--- src/adc_noise_random_byte_mixer_assert.svh ---
// Assertion macros for the ADC-noise random byte mixer.
// Depends on nothing; included by the top level.
`ifndef ADC_NOISE_RANDOM_BYTE_MIXER_ASSERT_SVH
`define ADC_NOISE_RANDOM_BYTE_MIXER_ASSERT_SVH

// Clocked check, off while reset is held
`define ANRBM_ASSERT_RST(label, clk, rstn, prop, msg) \
    label: assert property (@(posedge clk) disable iff (!(rstn)) (prop)) else $error(msg);

// Clocked check that also holds during reset
`define ANRBM_ASSERT(label, clk, prop, msg) \
    label: assert property (@(posedge clk) (prop)) else $error(msg);

`endif

--- src/anrbm_pkg.sv ---
// Package for the ADC-noise random byte mixer: widths, phase codes,
// rotate and mixing-stack push functions. No dependencies.
package anrbm_pkg;

    localparam int SAMPLE_W = 10;
    localparam int BYTE_W   = 8;
    localparam int PHASE_W  = 3;
    localparam int PAIR_W   = 2;

    typedef logic [BYTE_W-1:0]  byte_t;
    typedef logic [PHASE_W-1:0] phase_t;
    typedef logic [PAIR_W-1:0]  pair_t;

    localparam phase_t PHASE_FIRST = 3'd0;
    localparam phase_t PHASE_LAST  = 3'd7;
    localparam phase_t ROT_BASE    = 3'd7;

    // Rotate left by a 0..7 amount
    function automatic byte_t rotl8(input byte_t v, input phase_t r);
        logic [2*BYTE_W-1:0] wide;
        wide = {v, v} << r;
        return wide[2*BYTE_W-1:BYTE_W];
    endfunction

    // Push each differing bit of the pair into the left stack, bit 0 first
    function automatic byte_t push_left(input byte_t stk, input byte_t lb, input byte_t rb);
        byte_t s;
        s = stk;
        for (int j = 0; j < BYTE_W; j++) begin
            if (lb[j] != rb[j]) begin
                s = (s << 1) ^ s ^ byte_t'(lb[j]);
            end
        end
        return s;
    endfunction

    // Same for the right stack, pushing in at the top bit
    function automatic byte_t push_right(input byte_t stk, input byte_t lb, input byte_t rb);
        byte_t s;
        s = stk;
        for (int j = 0; j < BYTE_W; j++) begin
            if (lb[j] != rb[j]) begin
                s = (s >> 1) ^ s ^ {lb[j], {(BYTE_W-1){1'b0}}};
            end
        end
        return s;
    endfunction

endpackage

--- src/adc_noise_random_byte_mixer.sv ---
// Top level of the ADC-noise random byte mixer: pairing, mixing stacks,
// xorshift output register. Depends on anrbm_pkg and the assertion header.
//
//  channel | ports                             | moves
//  --------+-----------------------------------+------------------------------
//  input   | s_valid, s_ready, s_sample[9:0]   | one converter sample per item
//  result  | m_valid, m_ready, m_random_byte   | one mixed byte per 8 samples
//
// One sample is taken per cycle unless stalled; its update (hold a left sample, or rotate
// XOR and eight-step stack push, plus xorshift on the eighth) settles combinationally into the state registers.
// Every eighth sample loads the result register; that byte shows in the next cycle.
// A held result stalls only the eighth sample of the next byte; the others
// keep flowing. Synchronous active-low reset clears all state but the result byte, and the phase.
`include "adc_noise_random_byte_mixer_assert.svh"

module adc_noise_random_byte_mixer
    import anrbm_pkg::*;
(
    input  logic                aclk,
    input  logic                aresetn,
    input  logic                s_valid,
    output logic                s_ready,
    input  logic [SAMPLE_W-1:0] s_sample,
    output logic                m_valid,
    input  logic                m_ready,
    output logic [BYTE_W-1:0]   m_random_byte
);

    byte_t  left_stack_reg,  left_stack_next;
    byte_t  right_stack_reg, right_stack_next;
    byte_t  prev_out_reg,    prev_out_next;
    byte_t  rot_acc_reg,     rot_acc_next;
    logic   choice_reg,      choice_next;
    byte_t  held_left_reg,   held_left_next;
    phase_t phase_reg,       phase_next;
    logic   m_valid_reg,     m_valid_next;
    byte_t  m_byte_reg,      m_byte_next;

    logic  s_accept;
    logic  emit;
    byte_t smp;
    pair_t pair;
    byte_t xs;

    assign smp  = s_sample[BYTE_W-1:0];
    assign pair = phase_reg[PHASE_W-1:1];

    // Only the byte-closing sample needs the result register free
    assign s_ready  = !m_valid_reg || m_ready || (phase_reg != PHASE_LAST);
    assign s_accept = s_valid && s_ready;
    assign emit     = s_accept && (phase_reg == PHASE_LAST);

    always_comb begin
        left_stack_next  = left_stack_reg;
        right_stack_next = right_stack_reg;
        prev_out_next    = prev_out_reg;
        rot_acc_next     = rot_acc_reg;
        choice_next      = choice_reg;
        held_left_next   = held_left_reg;
        phase_next       = phase_reg;
        m_byte_next      = m_byte_reg;
        m_valid_next     = m_valid_reg && !m_ready;
        xs               = prev_out_reg ^ (prev_out_reg >> 3) ^ (prev_out_reg << 5)
                           ^ (prev_out_reg >> 4);

        if (s_accept) begin
            phase_next = phase_reg + 1'b1;
            if (!phase_reg[0]) begin
                // left sample: hold it, open a new byte on the first one
                held_left_next = smp;
                if (phase_reg == PHASE_FIRST) begin
                    rot_acc_next = '0;
                    choice_next  = left_stack_reg[0] ^ right_stack_reg[0];
                end
            end else begin
                rot_acc_next = rot_acc_reg
                               ^ rotl8(held_left_reg, phase_t'(pair))
                               ^ rotl8(smp, ROT_BASE - phase_t'(pair));
                if (!choice_reg) begin
                    left_stack_next = push_left(left_stack_reg, held_left_reg, smp);
                end else begin
                    right_stack_next = push_right(right_stack_reg, held_left_reg, smp);
                end
                if (phase_reg == PHASE_LAST) begin
                    prev_out_next = xs ^ rot_acc_next;
                    m_byte_next   = prev_out_next ^ left_stack_next ^ right_stack_next;
                    m_valid_next  = 1'b1;
                end
            end
        end
    end

    always_ff @(posedge aclk) begin
        if (!aresetn) begin
            left_stack_reg  <= '0;
            right_stack_reg <= '0;
            prev_out_reg    <= '0;
            rot_acc_reg     <= '0;
            choice_reg      <= 1'b0;
            held_left_reg   <= '0;
            phase_reg       <= PHASE_FIRST;
            m_valid_reg     <= 1'b0;
        end else begin
            left_stack_reg  <= left_stack_next;
            right_stack_reg <= right_stack_next;
            prev_out_reg    <= prev_out_next;
            rot_acc_reg     <= rot_acc_next;
            choice_reg      <= choice_next;
            held_left_reg   <= held_left_next;
            phase_reg       <= phase_next;
            m_valid_reg     <= m_valid_next;
        end
    end

    always_ff @(posedge aclk) begin
        m_byte_reg <= m_byte_next;
    end

    assign m_valid       = m_valid_reg;
    assign m_random_byte = m_byte_reg;

    `ANRBM_ASSERT_RST(a_rise_after_last, aclk, aresetn,
        $rose(m_valid_reg) |-> $past(emit), "result appeared without a byte-closing item")

    `ANRBM_ASSERT_RST(a_phase_step, aclk, aresetn,
        s_accept |=> phase_reg == phase_t'($past(phase_reg) + 1'b1), "phase did not advance")

    `ANRBM_ASSERT_RST(a_no_overwrite, aclk, aresetn,
        (m_valid_reg && !m_ready && phase_reg == PHASE_LAST) |-> !s_ready,
        "held result could be overwritten")

    `ANRBM_ASSERT(a_reset_clears, aclk,
        !aresetn |=> !m_valid_reg && phase_reg == PHASE_FIRST, "reset left state behind")

endmodule
--- config.mk ---
export PLATFORM = sky130hd
export DESIGN_NAME = adc_noise_random_byte_mixer
export DESIGN_NICKNAME = d
export VERILOG_FILES = /design/src/anrbm_pkg.sv /design/src/adc_noise_random_byte_mixer.sv
export VERILOG_INCLUDE_DIRS = /design/src /design/src/src
export SDC_FILE = /design/constraint.sdc
export NUM_CORES = 1
export LEC_CHECK = 0
export BUFFER_PORTS_ARGS = -buffer_cell sky130_fd_sc_hd__buf_2
export CAP_MARGIN = 20
export CORE_ASPECT_RATIO = 0.7
export CORE_UTILIZATION = 41
export DETAILED_ROUTE_END_ITERATION = 6
export HOLD_SLACK_MARGIN = 0.12
export MAX_ROUTING_LAYER = met4
export SLEW_MARGIN = 10
export SYNTH_ARGS = -nofsm -noshare
export SYNTH_HDL_FRONTEND = slang
export SYNTH_SLANG_ARGS = --single-unit
--- constraint.sdc ---
create_clock -name aclk -period 5.25 [get_ports aclk]
set_clock_uncertainty 0.2 [all_clocks]
set_input_delay 1.05 -clock aclk [delete_from_list [all_inputs] [get_ports aclk]]
set_output_delay 1.05 -clock aclk [all_outputs]
set_load 0.01 [all_outputs]
==> flow_metrics.tcl <==
set metrics [dict create \
    post_synth_and_or_nand_nor_area_fraction_pct 19.0 \
    most_common_cell_in_the_netlist "sky130_fd_sc_hd__xnor2_1" \
    postCtsHoldBufs 0 \
    setup.worst_path.class "in -> reg" \
    synth.cell_area_um2 5870 \
    critical_path.reg2reg.startpoint "held_left_reg[1]" \
    stdcell_area_um2 6380 \
    area_delta_synth_final_pct 8.68 \
    grt_pass1_wl_um 26300 \
    filler_free_cell_count_of_the_finished_design 929 \
    synth_fp_nets 743 \
    rsz0062_at_grt "false" \
    vdd_ir_drop_max_uv 140 \
    final_util_pct 45.7 \
    ys_top_cells_by_count "sky130_fd_sc_hd__xnor2_1, sky130_fd_sc_hd__nand2_1, sky130_fd_sc_hd__nor2_1" \
    dp_hpwl_um 13300 \
    via_count_of_the_first_global_routing_pass 4827 \
    initial_core_util_pct 42.0 \
    total_setup_buffers_inserted_after_cts 0 \
    vias 5367 \
    synth_area_leaders "sky130_fd_sc_hd__dfxtp_1, sky130_fd_sc_hd__xnor2_1, sky130_fd_sc_hd__xor2_1" \
    cts-root-to-sink-buffers 2 \
    core_region_area_um2 14000 \
    totalPowerFinal_mw 1.85 \
    synth.top_cell.area_share_pct 15.3 \
    cp_max_fo 13 \
    final_critical_path_setup_slack_ps 220 \
    cts_buffers 5 \
    post_synth.cell_area_avg_um2 8.08 \
    htree_num_levels 2 \
    hold_class "reg -> reg" \
    antennaDiodeCount 0 \
    max_slew_headroom_pct 36.4 \
    finalWeightedCongestion 0.917 \
    synth_edf_count 8 \
    die_x_um 145 \
    ctsRootBufferMaster "sky130_fd_sc_hd__clkbuf_16" \
    cts_resized 0 \
    slew_viol_final 0 \
    netlist-cell-type-count 85 \
    die_height_um 102 \
    antenna_left 0 \
    cp.arrival_ps 4880 \
    hold_start "rot_acc_reg[6]" \
    synth_compound_gate_area_share_pct 24.9 \
    power.density_nw_per_um2 290 \
    highest_attainable_clock_frequency_mhz 199 \
    placement_rows 36 \
    final_net_count 755 \
    totalWireLength_um 16600 \
    avgRoutedWirePerCell_um 17.9 \
    io_pins 24 \
    dp_worst_setup_slack_ps -24.4 \
    synthesis.yosys.warnings 0 \
    cp.required_ps 5100 \
    yosys.area_share.xor_xnor_pct 25.7 \
    timing.critical_path.from_type "input port" \
    worst_pin_slew_ps 953 \
    ys.flop_type "sky130_fd_sc_hd__dfxtp_1" \
    firstDrtPassIters 5 \
    gr-total-overflow 0 \
    drive_above_1_share_pct 11.8 \
    setup_total_negative_slack_ps 0 \
    clock_sink_count 53 \
    die-area_um2 14800 \
    placement.io_buffers 21 \
    run_status "finished clean" \
    holdWs_ps 299 \
    min_delay_worst_endpoint "rot_acc_reg[6]" \
    setup_viol_count_final 0 \
    clk_pin_slew_ps 70 \
    share_of_async_settable_or_async_resettable_flops_after_synthesis_pct 0 \
    tritoncts "built" \
    min_period_ps 5030 \
    grt_max_degree 22 \
    synth-seq-cells 53 \
    r2r_setup_slack_ps 510 \
    synthesis.instances 726 \
    synth_area_leader_cell "sky130_fd_sc_hd__dfxtp_1" \
    final_hold_viol_count 0 \
    reg2reg_depth 12 \
    final.period_utilization_pct 95.8 \
    maxCapViolations 0 \
    placed_cell_area_um2 6230 \
    number_of_antenna_violations_at_the_first_check_in_global_routing 0 \
    remaining_drc_errors 0 \
    worst_r2r_endpoint "m_random_byte[5]" \
    synth_seq_area_share_pct 19.4 \
    main_combinational_cell_family_by_area_after_synthesis "XOR/XNOR gates" \
    crit_path_end_kind "flop" \
    clk-insertion-delay-late_ps 300 \
    synth.mux.area_fraction_pct 5.97 \
    dp_cells 921 \
    power_leakage_nw 2.37 \
    route.detailed.vias_per_inst 5.78 \
    initialDrtViolationCount 451 \
    synth-adder-area-share_pct 0.981 \
    global_route.usage.total_pct 23.5 \
    hold_path_depth 1 \
]
-- area by class of cell --
cell class              instances  area, um2
clock buffers                   6        129
clock inverters                 2       15.0
fillers                      1390       7580
inverters                      11       41.3
multi-input cells             617       4490
flip-flops and latches         53       1140
well taps                     190        238
repair buffers                 50        323
-- worst max-delay path, stage by stage --
cell                       delay [ps]
sky130_fd_sc_hd__buf_2            120
sky130_fd_sc_hd__xnor2_2          530
sky130_fd_sc_hd__mux2i_1          490
sky130_fd_sc_hd__a22o_1           190
sky130_fd_sc_hd__mux2i_1          110
sky130_fd_sc_hd__a41o_1           320
sky130_fd_sc_hd__a2111o_1         410
sky130_fd_sc_hd__o211ai_1         260
sky130_fd_sc_hd__a22oi_1          200
sky130_fd_sc_hd__a221oi_1         610
sky130_fd_sc_hd__xnor3_1          300
sky130_fd_sc_hd__a21oi_1          200
sky130_fd_sc_hd__xor2_1            90
-- cell families after synthesis --
| group | Yosys count |
|---|---|
| adders and majority gates | 5 |
| muxes | 34 |
| AOI/OAI and AO/OA | 200 |
| xor gates and xnor gates | 148 |
| buffers and inverters | 56 |
| DFF | 53 |
| and+or+nand+nor | 230 |
-- report_power, final --
part / total, mW / internal, mW / switching (mW)
Sequential: 0.485 / 0.448 / 0.0378
Combinational: 1.04 / 0.459 / 0.576
Clock: 0.332 / 0.177 / 0.155
Total: 1.85 / 1.08 / 0.769
-- cell usage in the layout (no fill, tap or decap), types with 7 or more instances in the layout --
master	n
sky130_fd_sc_hd__xnor3_1	8
sky130_fd_sc_hd__and2_1	8
sky130_fd_sc_hd__xor2_1	40
sky130_fd_sc_hd__edfxtp_1	8
sky130_fd_sc_hd__o21ai_0	30
sky130_fd_sc_hd__or3_1	7
sky130_fd_sc_hd__buf_4	29
sky130_fd_sc_hd__o22ai_1	8
sky130_fd_sc_hd__nand2_1	80
sky130_fd_sc_hd__inv_1	9
sky130_fd_sc_hd__a21oi_1	42
sky130_fd_sc_hd__nor3_1	11
sky130_fd_sc_hd__nor2_1	49
sky130_fd_sc_hd__xnor2_1	90
sky130_fd_sc_hd__a22o_1	17
sky130_fd_sc_hd__buf_2	21
sky130_fd_sc_hd__and3_1	8
sky130_fd_sc_hd__a21boi_0	7
sky130_fd_sc_hd__mux2i_1	29
sky130_fd_sc_hd__nand2b_1	8
sky130_fd_sc_hd__nor2b_1	14
sky130_fd_sc_hd__nand3_1	18
sky130_fd_sc_hd__dfxtp_1	45
-- how the worst max path moves through the flow --
stage | startpoint | to | slack, ps | cells past startpoint
floorplan | s_sample[1] | m_random_byte[3] | 600 | 14
global placement | s_sample[1] | m_random_byte[5] | 60 | 13
detailed placement | s_sample[1] | m_random_byte[5] | -20 | 13
CTS | s_sample[1] | m_random_byte[5] | 290 | 13
global route | s_sample[1] | m_random_byte[5] | 10 | 13
finish | s_sample[1] | m_random_byte[5] | 220 | 13
-- metal layers --
metal	share of wire, %	track usage (%)	up-vias	wire length (um)
li1	-	-	2653	-
met1	53	35.2	2501	8870
met2	39	32.8	205	6500
met3	7.0	4.20	8	1160
met4	0.47	2.95	0	78
met5	0	-	-	0
Power figures use the tool's default switching activity.
